[config.mk]
export PLATFORM = sky130hd
export DESIGN_NAME = message_fragmenter_unit_flat
export DESIGN_NICKNAME = d
export VERILOG_FILES = /design/src/design/msgfrag_pkg.sv /design/src/design/msgfrag_if.sv /design/src/design/message_fragmenter_unit.sv /design/src/flat_wrapper.sv
export SDC_FILE = /design/constraint.sdc
export NUM_CORES = 1
export LEC_CHECK = 0
export ABC_AREA = 1
export BUFFER_PORTS_ARGS = -buffer_cell sky130_fd_sc_hd__buf_2
export CAP_MARGIN = 20
export CORE_UTILIZATION = 56
export DETAILED_ROUTE_END_ITERATION = 10
export PLACE_DENSITY = 0.77
export SLEW_MARGIN = 15
export SYNTH_ARGS = -nofsm -noshare
export SYNTH_HDL_FRONTEND = slang
export SYNTH_SLANG_ARGS = --single-unit
export TNS_END_PERCENT = 100
[constraint.sdc]
create_clock -name i_clk -period 3.1 [get_ports i_clk]
set_input_delay 0.155 -clock i_clk [delete_from_list [all_inputs] [get_ports i_clk]]
set_output_delay 0.155 -clock i_clk [all_outputs]
set_load 0.02 [all_outputs]
[src/design/msgfrag_pkg.sv]
// ----------------------------------------------------------------------------
// Message fragmenter package
// Shared types and constants for the message fragmenter.
// ----------------------------------------------------------------------------
package msgfrag_pkg;

    localparam int HDR_BYTES = 12;
    localparam int IDX_W     = 4;

    typedef logic [7:0]       t_byte;
    typedef logic [IDX_W-1:0] t_idx;

    localparam t_idx IDX_FIRST = t_idx'(0);
    localparam t_idx IDX_LAST  = t_idx'(HDR_BYTES);

endpackage

[src/design/msgfrag_if.sv]
// ----------------------------------------------------------------------------
// Message fragmenter channels
// Valid/ready interfaces for the content input and the packet byte output.
// ----------------------------------------------------------------------------
interface msgfrag_in_if;
    logic                 valid;
    logic                 ready;
    msgfrag_pkg::t_byte   content_byte;
    logic [31:0]          req_id;
    logic [15:0]          message_length;

    modport source (output valid, output content_byte, output req_id,
                    output message_length, input ready);
    modport sink   (input valid, input content_byte, input req_id,
                    input message_length, output ready);
endinterface

interface msgfrag_out_if;
    logic                 valid;
    logic                 ready;
    msgfrag_pkg::t_byte   out_byte;
    logic                 packet_end;
    logic                 message_end;
    logic                 run_last;

    modport source (output valid, output out_byte, output packet_end,
                    output message_end, output run_last, input ready);
    modport sink   (input valid, input out_byte, input packet_end,
                    input message_end, input run_last, output ready);
endinterface

[src/design/message_fragmenter_unit.sv]
// ----------------------------------------------------------------------------
// Message fragmenter
// Cuts a byte stream into packets, each led by a 12-byte header.
// ----------------------------------------------------------------------------
// Content bytes enter on i_in together with the request id and the total
// length, which are sampled on the first byte of each message. Bytes leave on
// o_out. A byte that opens a packet produces 13 output items: the header
// (request id, length and fragment number, 4 bytes each, most significant
// first) and then the byte itself; any other byte produces one item.
// Packet and message end flags mark the last payload byte, and run_last marks
// the last item caused by each input item.
// An accepted item is shown on o_out in the next cycle. The output sequencer
// sends one byte per cycle while o_out.ready is high, and the next input item
// is taken in the same cycle as the last byte of the current one leaves.
// If the receiver stalls, the current byte holds and i_in.ready stays low
// until its last byte is taken. Reset empties the output register and
// returns the block to the start of a new message.
// ----------------------------------------------------------------------------
module message_fragmenter_unit #(
    parameter int CHUNK_BYTES       = 512,
    parameter int MAX_MESSAGE_BYTES = 65535
) (
    input  logic                 i_clk,
    input  logic                 i_rst_n,
    msgfrag_in_if.sink           i_in,
    msgfrag_out_if.source        o_out
);

    localparam int CW = (CHUNK_BYTES > 1) ? $clog2(CHUNK_BYTES) : 1;
    localparam logic [CW-1:0] CHUNK_LAST = CW'(CHUNK_BYTES - 1);
    localparam logic [31:0]   MAX_LEN    = 32'(MAX_MESSAGE_BYTES);

    logic [15:0]         r_byte_position;
    logic [15:0]         r_fragment_count;
    logic [CW-1:0]       r_chunk_pos;
    logic [31:0]         r_held_request;
    logic [15:0]         r_held_length;

    logic                r_busy;
    msgfrag_pkg::t_idx   r_idx;
    logic [31:0]         r_req;
    logic [15:0]         r_len;
    logic [15:0]         r_frag;
    msgfrag_pkg::t_byte  r_byte;
    logic                r_pend;
    logic                r_mend;

    logic [31:0]         n_held_request;
    logic [15:0]         n_held_length;
    logic [15:0]         n_eff_len;
    logic                n_mend;
    logic                n_pend;
    logic                n_hdr;

    logic                w_last;
    logic                w_in_fire;
    logic                w_out_fire;
    msgfrag_pkg::t_byte  w_hdr_bytes [msgfrag_pkg::HDR_BYTES];

    assign w_last     = r_busy && (r_idx == msgfrag_pkg::IDX_LAST);
    assign i_in.ready = !r_busy || (w_last && o_out.ready);
    assign w_in_fire  = i_in.valid && i_in.ready;
    assign w_out_fire = o_out.valid && o_out.ready;

    always_comb begin
        if (r_byte_position == 16'd0) begin
            n_held_request = i_in.req_id;
            n_held_length  = i_in.message_length;
        end else begin
            n_held_request = r_held_request;
            n_held_length  = r_held_length;
        end
        if ({16'd0, n_held_length} > MAX_LEN) begin
            n_eff_len = MAX_LEN[15:0];
        end else begin
            n_eff_len = n_held_length;
        end
        if (n_eff_len == 16'd0) begin
            n_eff_len = 16'd1;
        end
        n_hdr  = (r_chunk_pos == '0);
        n_mend = ({1'b0, r_byte_position} + 17'd1) >= {1'b0, n_eff_len};
        n_pend = n_mend || (r_chunk_pos == CHUNK_LAST);
    end

    always_ff @(posedge i_clk) begin
        if (!i_rst_n) begin
            r_busy           <= 1'b0;
            r_byte_position  <= '0;
            r_fragment_count <= '0;
            r_chunk_pos      <= '0;
            r_held_request   <= '0;
            r_held_length    <= '0;
        end else if (w_in_fire) begin
            r_busy         <= 1'b1;
            r_held_request <= n_held_request;
            r_held_length  <= n_held_length;
            if (n_mend) begin
                r_byte_position  <= '0;
                r_fragment_count <= '0;
                r_chunk_pos      <= '0;
            end else begin
                r_byte_position <= r_byte_position + 16'd1;
                if (n_pend) begin
                    r_fragment_count <= r_fragment_count + 16'd1;
                    r_chunk_pos      <= '0;
                end else begin
                    r_chunk_pos <= r_chunk_pos + CW'(1);
                end
            end
        end else if (w_out_fire && w_last) begin
            r_busy <= 1'b0;
        end
    end

    always_ff @(posedge i_clk) begin
        if (w_in_fire) begin
            r_idx  <= n_hdr ? msgfrag_pkg::IDX_FIRST : msgfrag_pkg::IDX_LAST;
            r_req  <= n_held_request;
            r_len  <= n_held_length;
            r_frag <= r_fragment_count;
            r_byte <= i_in.content_byte;
            r_pend <= n_pend;
            r_mend <= n_mend;
        end else if (w_out_fire && !w_last) begin
            r_idx <= r_idx + msgfrag_pkg::t_idx'(1);
        end
    end

    assign w_hdr_bytes[0]  = r_req[31:24];
    assign w_hdr_bytes[1]  = r_req[23:16];
    assign w_hdr_bytes[2]  = r_req[15:8];
    assign w_hdr_bytes[3]  = r_req[7:0];
    assign w_hdr_bytes[4]  = 8'd0;
    assign w_hdr_bytes[5]  = 8'd0;
    assign w_hdr_bytes[6]  = r_len[15:8];
    assign w_hdr_bytes[7]  = r_len[7:0];
    assign w_hdr_bytes[8]  = 8'd0;
    assign w_hdr_bytes[9]  = 8'd0;
    assign w_hdr_bytes[10] = r_frag[15:8];
    assign w_hdr_bytes[11] = r_frag[7:0];

    always_comb begin
        if (r_idx < msgfrag_pkg::IDX_LAST) begin
            o_out.out_byte = w_hdr_bytes[r_idx];
        end else begin
            o_out.out_byte = r_byte;
        end
    end

    assign o_out.valid       = r_busy;
    assign o_out.run_last    = (r_idx == msgfrag_pkg::IDX_LAST);
    assign o_out.packet_end  = o_out.run_last && r_pend;
    assign o_out.message_end = o_out.run_last && r_mend;

endmodule

[src/flat_wrapper.sv]
// flat-port wrapper written by rule: the top's interface ports become plain ports
module message_fragmenter_unit_flat 
#(
    parameter int CHUNK_BYTES       = 512,
    parameter int MAX_MESSAGE_BYTES = 65535
)
  (i_clk, i_rst_n, i_in_valid, i_in_content_byte, i_in_req_id, i_in_message_length, i_in_ready, o_out_valid, o_out_out_byte, o_out_packet_end, o_out_message_end, o_out_run_last, o_out_ready);
  msgfrag_in_if i_in_i ();
  msgfrag_out_if o_out_i ();
  input  logic i_clk;
  input  logic i_rst_n;
  input wire logic [$bits(i_in_i.valid)-1:0] i_in_valid;
  input wire logic [$bits(i_in_i.content_byte)-1:0] i_in_content_byte;
  input wire logic [$bits(i_in_i.req_id)-1:0] i_in_req_id;
  input wire logic [$bits(i_in_i.message_length)-1:0] i_in_message_length;
  output wire logic [$bits(i_in_i.ready)-1:0] i_in_ready;
  output wire logic [$bits(o_out_i.valid)-1:0] o_out_valid;
  output wire logic [$bits(o_out_i.out_byte)-1:0] o_out_out_byte;
  output wire logic [$bits(o_out_i.packet_end)-1:0] o_out_packet_end;
  output wire logic [$bits(o_out_i.message_end)-1:0] o_out_message_end;
  output wire logic [$bits(o_out_i.run_last)-1:0] o_out_run_last;
  input wire logic [$bits(o_out_i.ready)-1:0] o_out_ready;
  assign i_in_i.valid = i_in_valid;
  assign i_in_i.content_byte = i_in_content_byte;
  assign i_in_i.req_id = i_in_req_id;
  assign i_in_i.message_length = i_in_message_length;
  assign i_in_ready = i_in_i.ready;
  assign o_out_valid = o_out_i.valid;
  assign o_out_out_byte = o_out_i.out_byte;
  assign o_out_packet_end = o_out_i.packet_end;
  assign o_out_message_end = o_out_i.message_end;
  assign o_out_run_last = o_out_i.run_last;
  assign o_out_i.ready = o_out_ready;
  message_fragmenter_unit #(.CHUNK_BYTES(CHUNK_BYTES), .MAX_MESSAGE_BYTES(MAX_MESSAGE_BYTES)) u_core (.i_clk(i_clk), .i_rst_n(i_rst_n), .i_in(i_in_i), .o_out(o_out_i));
endmodule
## Yosys cells after proc, flatten, opt, wreduce, memory -nomap -nowiden

Index checks and enable logic that the tools add are counted.

- Output and inout bits: 13
- Bits of input ports: 60
- Word-level logic and storage cells: 60
- Register bits after elaboration: 168

- Reductions and logical operators: 19
- Eq/ne operators: 2
- Bitwise operators: 1
- Order comparisons: 3
- Mux-type cells: 17
- Add/subtract/negate cells: 5

Operator list:

| cell | count |
|---|---|
| two-way mux 16 bit | 5 |
| adder 16 x 1 -> 16 bit (second input constant) | 2 |
| binary-select mux 8 bit (select 4 bit) | 1 |
| zero test 16 bit | 2 |
| two-way mux 32 bit | 1 |
| two-way mux 8 bit | 3 |
| two-way mux 9 bit | 2 |
| adder 16 x 1 -> 17 bit (second input constant) | 1 |
| greater-or-equal comparator 17 x 16 -> 1 bit | 1 |
| two-way mux 4 bit | 3 |
| adder 9 x 1 -> 9 bit (second input constant) | 1 |
| equality test 9 bit (second input constant) | 1 |
| zero test 9 bit | 1 |
| logical AND 1 bit | 8 |
| nonzero test 2 bit | 3 |
| greater-or-equal comparator 5 bit (second input constant) | 1 |
| inverter 4 -> 5 bit | 1 |
| adder 4 x 1 -> 4 bit (second input constant) | 1 |
| equality test 4 bit (second input constant) | 1 |
| less-than comparator 4 bit (second input constant) | 1 |
| zero test 1 bit | 2 |
| logical OR 1 bit | 2 |
| two-way mux 1 bit | 2 |
| AND reduction 2 bit | 1 |

## Longest topological paths before layout

- Word-level depth: 8
- Gate-level depth with buffers: 26
- Mapped depth without buffers: 24

## Worst setup path after synthesis

Ideal clock, no wire load.

- Path type: register -> register
- Start point: register u_core.r_idx[0]
- End point: register u_core.r_idx[2], data pin
- Stages on the path, launching flop included: 12
- Arrival: 2752 ps
- Setup time: 289 ps
- Period minus slack after synthesis: 3041 ps
- Buffers on the path: 4
- Data required time: 2811 ps
- Slack: 59 ps
- Path through: edfxtp_1 > clkbuf_1 > inv_1 > buf_1 > ha_1 > nand3_2 > o21ai_2 > nand2_4 > inv_2 > buf_4 > buf_4 > o21ai_0

- Word-level cells in the longest chain between the ends: 6
- Elaborated cells on any way between the ends: 8
- Classes of those cells: add/sub: 1; eq/ne: 1; mux: 2; reduce/logical: 4

RTL lines:

| item | RTL line | source |
|---|---|---|
| from (decl) | message_fragmenter_unit.sv:40 | `msgfrag_pkg::t_idx r_idx;` |
| from (signal assigned) | message_fragmenter_unit.sv:118 | `r_idx <= n_hdr ? msgfrag_pkg::IDX_FIRST : msgfrag_pkg::IDX_LAST;` |
| from (signal assigned) | message_fragmenter_unit.sv:126 | `r_idx <= r_idx + msgfrag_pkg::t_idx'(1);` |
| equality test 4 bit | message_fragmenter_unit.sv:60 | `assign w_last = r_busy && (r_idx == msgfrag_pkg::IDX_LAST);` |
| logical AND 1 bit | message_fragmenter_unit.sv:60 |  |
| logical AND 1 bit | message_fragmenter_unit.sv:61 | `assign i_in.ready = !r_busy \|\| (w_last && o_out.ready);` |
| logical OR 1 bit | message_fragmenter_unit.sv:61 |  |
| named net i_in_ready | flat_wrapper.sv:16 | `output wire logic [$bits(i_in_i.ready)-1:0] i_in_ready;` |
| logical AND 1 bit | message_fragmenter_unit.sv:62 | `assign w_in_fire = i_in.valid && i_in.ready;` |
| named net u_core.w_in_fire | message_fragmenter_unit.sv:56 | `logic w_in_fire;` |
| two-way mux 4 bit | message_fragmenter_unit.sv:117 | `if (w_in_fire) begin` |

The timed path passes the listed nets, and every way through them passes these cells. The select of a mux whose other input is x is not followed.
A chain may end at the register's enable or synchronous reset.

## Final worst setup path

- Start point: register u_core.r_byte_position[0]
- End point: register u_core.r_fragment_count[13]

- Word-level cells in the longest chain between the ends: 8
- Elaborated cells on any way between the ends: 10
- Classes of those cells: add/sub: 1; order compare: 1; mux: 3; reduce/logical: 5

RTL lines:

| item | RTL line | source |
|---|---|---|
| from (decl) | message_fragmenter_unit.sv:33 | `logic [15:0] r_byte_position;` |
| from (signal assigned) | message_fragmenter_unit.sv:103 | `r_byte_position <= r_byte_position + 16'd1;` |
| zero test 16 bit (*) | message_fragmenter_unit.sv:66 | `if (r_byte_position == 16'd0) begin` |
| two-way mux 16 bit (*) | message_fragmenter_unit.sv:66 |  |
| named net u_core.n_held_length[3] | message_fragmenter_unit.sv:49 | `logic [15:0] n_held_length;` |
| zero test 16 bit | message_fragmenter_unit.sv:78 | `if (n_eff_len == 16'd0) begin` |
| two-way mux 16 bit (*) | message_fragmenter_unit.sv:78 |  |
| greater-or-equal comparator 17 x 16 -> 1 bit (*) | message_fragmenter_unit.sv:82 | `n_mend = ({1'b0, r_byte_position} + 17'd1) >= {1'b0, n_eff_len};` |
| logical OR 1 bit | message_fragmenter_unit.sv:83 | `n_pend = n_mend \|\| (r_chunk_pos == CHUNK_LAST);` |
| nonzero test 2 bit (no source line) | -- |  |
| AND reduction 2 bit (no source line) | -- |  |
| to (signal assigned) | message_fragmenter_unit.sv:105 | `r_fragment_count <= r_fragment_count + 16'd1;` |
| to (decl) | message_fragmenter_unit.sv:34 | `logic [15:0] r_fragment_count;` |

The timed path passes the listed nets; every way through them passes the cells marked *.

==> results <==
- The number of buffers between clock root and the deepest sink is 2.
- The clock insertion delay at the later pin of the skew report is 0.44 ns.
- The number of DRC markers in iteration 0 is 599.
- The number of synthesis warnings is 0.
- The count of unique library cells instantiated by Yosys is 39.
- The run finished with clean final reports.
- The type of element capturing the critical path is a flop.
- At the end of routability-driven placement, the weighted congestion stood at 0.923.
- The die area is 16,100 sq um.
- The tree is rooted in a clkbuf_16.
- The setup slack after layout is 0.0868 ns.
- Across all hold checks on the routed design, the worst slack comes to 0.0464 ns.
- The detailed route wirelength on metal3 is 1.49 mm.
- Timing analysis after detailed placement gives a worst setup slack of -0.0189 ns.
- IR analysis of the VDD net gives a maximum drop of 0.000504 V.
- The count of cells in the finished layout, fillers not included, comes to 1,381.
- Setup repair after global routing could not meet its margin everywhere.
- Clock tree synthesis found a total of 168 sinks.
- The sequential cell area fraction in the yosys report is 47.5%.
- For the finished layout, the period the worst path requires is 3.01 ns.
- The number of max-slew violations in the final report was 0.
- The final worst-path cycle share is 97.2%.
- The diode insertion count for antenna repair is 0.
- The number of H-tree branching levels is 4.
- Compared with the post-synthesis result, the final layout area differs by 17.7%.
- The number of flops mapped to enable cells by yosys is 78.
- In the final timing run, aggregate negative setup slack is 0 ns.
- Counting every net in the synthesized netlist gives 1,169.
- For this run, the leading register cell type out of synthesis is dfxtp_1.
- The synthesized netlist occupies a cell area of 8720 sq um.
- Along the worst path, the maximum fanout reaches 7.
- The slew at the pin with the worst max-slew slack is 0.659 ns.
- The antenna violation net count after detailed routing is 0.
- Detailed placement finished with a half-perimeter wire length of 14.1 mm.
- After technology mapping, the gate count stands at 1,085.
- The detailed-route wire length is 20.4 mm.
- Measured along the y axis, the die boundary spans 127 um.
- For the worst setup path, the data required time is 3.43 ns.
- The number of global-route vias before repair was 6,671.
- The final global-route overflow total is 0.
- Buffers placed on the I/O ports in this run total 72.
- The type of the tightest min-delay check is in2reg.
- TritonCTS built the clock tree.
- The DRC violations left is 0.
- The worst pin sits at a relative slew slack of 55.5%.
- The number of cell rows is 45.
- Across the run, the number of max-cap violations was 0.
- The cell leakage power is 4.79 nW.
- In the final routed layout, each cell accounts on average for 14.8 um.
- The final setup violation count is 0.
- STA classifies the critical path startpoint as a flop.
- Measured along the x axis, the die boundary spans 127 um.
- The core outline area is 15,200 sq um.
- The length of routed met2 wiring is 9.51 mm.
- The routed metal-1 wire length is 9.03 mm.
- The number of placed instances, taps included, is 1,328.
- The share of async-settable or async-resettable flops after synthesis is 0%.
- In this run the mean area of a mapped cell was 8.04 sq um.
- The post-route netlist has 19.3% of its cells at a drive strength greater than 1.
- The synthesized design contains 168 register bits.
- In the final design database the tool counted 1,264 nets.
- In this run the biggest area consumer among cell types represents 26.9% of the synthesized area.
- 73 I/O pins were placed.
- For this run, the detailed router's first-pass iteration total came to 5.
- For this run, the top clock speed supported by timing is 332 MHz.
- For the worst setup path, the data arrival time is 3.35 ns.
- The initial utilization of the core area, before any placement, comes to 57.4%.
- The origin of the worst min-delay path is i_in_message_length[4].
- Once layout is done, the placed cells without fillers occupy 10,300 sq um.
- The first global-routing pass estimated 32.4 mm of wire.
- Summing over every cut layer, the via total after detailed routing is 7,335.
- Tracing the worst setup path back leads to its startpoint at u_core.r_byte_position[0].
- In the routed layout, each cell is associated on average with a via count of 5.31.
- In the global route stage, overall resource usage came out at 26.2%.
- The biggest area contributor in the post-synthesis netlist is edfxtp_1.
- The post-detailed-placement cell area is 9300 sq um.
- After synthesis, the cell types taking the most area are edfxtp_1, dfxtp_1, nand2_1, inv_1, nor2_1.
- The critical path class is reg2reg.
- Entering global routing, the biggest net connects 64 pins.
- Clock skew on the completed layout was measured at 0.00726 ns.
- The initial antenna violation count is 1.
- In this run the critical register-to-register path is launched from u_core.r_byte_position[0].
- The number of failing hold endpoints at the final stage is 0.
- The top metal layer carrying routed signals is met5.
- The clock slew seen by the registers of the worst setup and hold paths is 0.06 ns.
- TritonCTS created 17 clock buffers.
- The power density relative to cell area is 546 nW/um^2.
==> sequential cells by signal, indices dropped and copies added (netlist names) <==
signal / cells
u_core.r_idx: 4
u_core.r_held_request: 32
u_core.o_out.valid: 1
u_core.r_chunk_pos: 9
u_core.r_mend: 1
u_core.r_held_length: 16
u_core.r_fragment_count: 16
u_core.r_frag: 16
u_core.r_req: 32
u_core.r_byte: 8
u_core.r_pend: 1
u_core.r_byte_position: 16
u_core.r_len: 16
==> cell type report <==
| cell class | count | area (sq um) |
|---|---|---|
| fill | 1218 | 4930 |
| tap | 188 | 235 |
| multi-input combinational | 698 | 3830 |
| inverter | 172 | 656 |
| timing repair buffer | 123 | 833 |
| clock inverter | 13 | 131 |
| clock buffer | 19 | 433 |
| sequential | 168 | 4150 |
==> per-layer routing <==
metal,track usage [%],vias to the layer above
met2,42.0,257
met4,7.77,2
met1,34.8,3348
li1,-,3696
met5,0,-
met3,6.96,32
==> placed cells by master (no fill, tap or decap), drive strengths merged, types with 2 or more instances in the layout <==
cell         count
clkinv          12
bufinv           2
nand4           13
edfxtp          78
o211ai          16
o311ai           8
nor2           124
xor2            27
nor3            16
dfxtp           90
clkbuf          20
xnor2            3
a21oi           60
dlygate4sd3      8
buf            114
ha              24
nand2          248
nand3           50
nand3b           3
o21ai           95
inv            170
o22ai            8
==> worst max-delay path: stages (launching register included) <==
cell	delay, ns
dfxtp_2	0.34
inv_4	0.07
ha_4	0.13
nand4_1	0.09
nor2_2	0.19
nand2_4	0.12
buf_6	0.15
nand2_1	0.06
nand2_1	0.10
nor2_1	0.10
nand2_1	0.07
nor2_2	0.09
nand2_1	0.06
nand2_1	0.08
ha_1	0.23
nand4_1	0.07
nor2_1	0.04
nand2_1	0.09
nand3_4	0.10
nor2_8	0.17
nand3_4	0.16
buf_8	0.18
nand3_2	0.06
nand2_1	0.06
inv_1	0.05
nor2_1	0.03
==> logic make-up (layout without fill, tap and decap cells) <==
family | after synthesis | in the layout | share of synthesized area, %
simple gates | 457 | 457 | 23.6
flops | 168 | 168 | 47.5
xor+xnor | 30 | 30 | 3.01
compound gates | 187 | 187 | 12.1
buf+inv | 219 | 327 | 10.3
fa+ha+maj | 24 | 24 | 3.44
==> through the flow <==
step                      power [mW]  util, %
after floorplan                 3.25        -
after global placement          3.50     61.2
after detailed placement        3.52     61.2
after CTS                       5.57     65.8
after global routing            5.85     67.5
final                           5.61     67.5
==> Yosys cell counts (20+ instances only) <==
master,count
nand2_1,229
nand3_1,46
o21ai_1,63
edfxtp_1,78
xor2_1,27
a21oi_1,50
nor2_1,116
clkbuf_1,20
ha_1,24
inv_1,165
dfxtp_1,90
o21ai_0,31
==> final timing paths <==
check	slack, ns	cells past startpoint	to
setup / recovery	0.09	25	u_core.r_fragment_count[13]
hold reg to reg	0.45	0	u_core.r_frag[14]
setup reg to reg	0.09	25	u_core.r_fragment_count[13]
hold / removal	0.05	3	u_core.r_len[4]
==> where the power goes <==
part	total, mW	internal [mW]	switching, mW
Combinational	0.974	0.336	0.639
Sequential	2.59	2.51	0.0820
Clock	2.04	1.18	0.864
==> what timing repair did <==
action                                 CTS  global route
pin swaps                                1            25
buffers inserted                         3             9
gates resized for setup                  3            49
cloned                                   0             1
setup endpoints to repair               28            42
hold buffers                             8             0
endpoints found under the hold margin    8             0
Note: power is estimated with default switching activity, not from simulation.
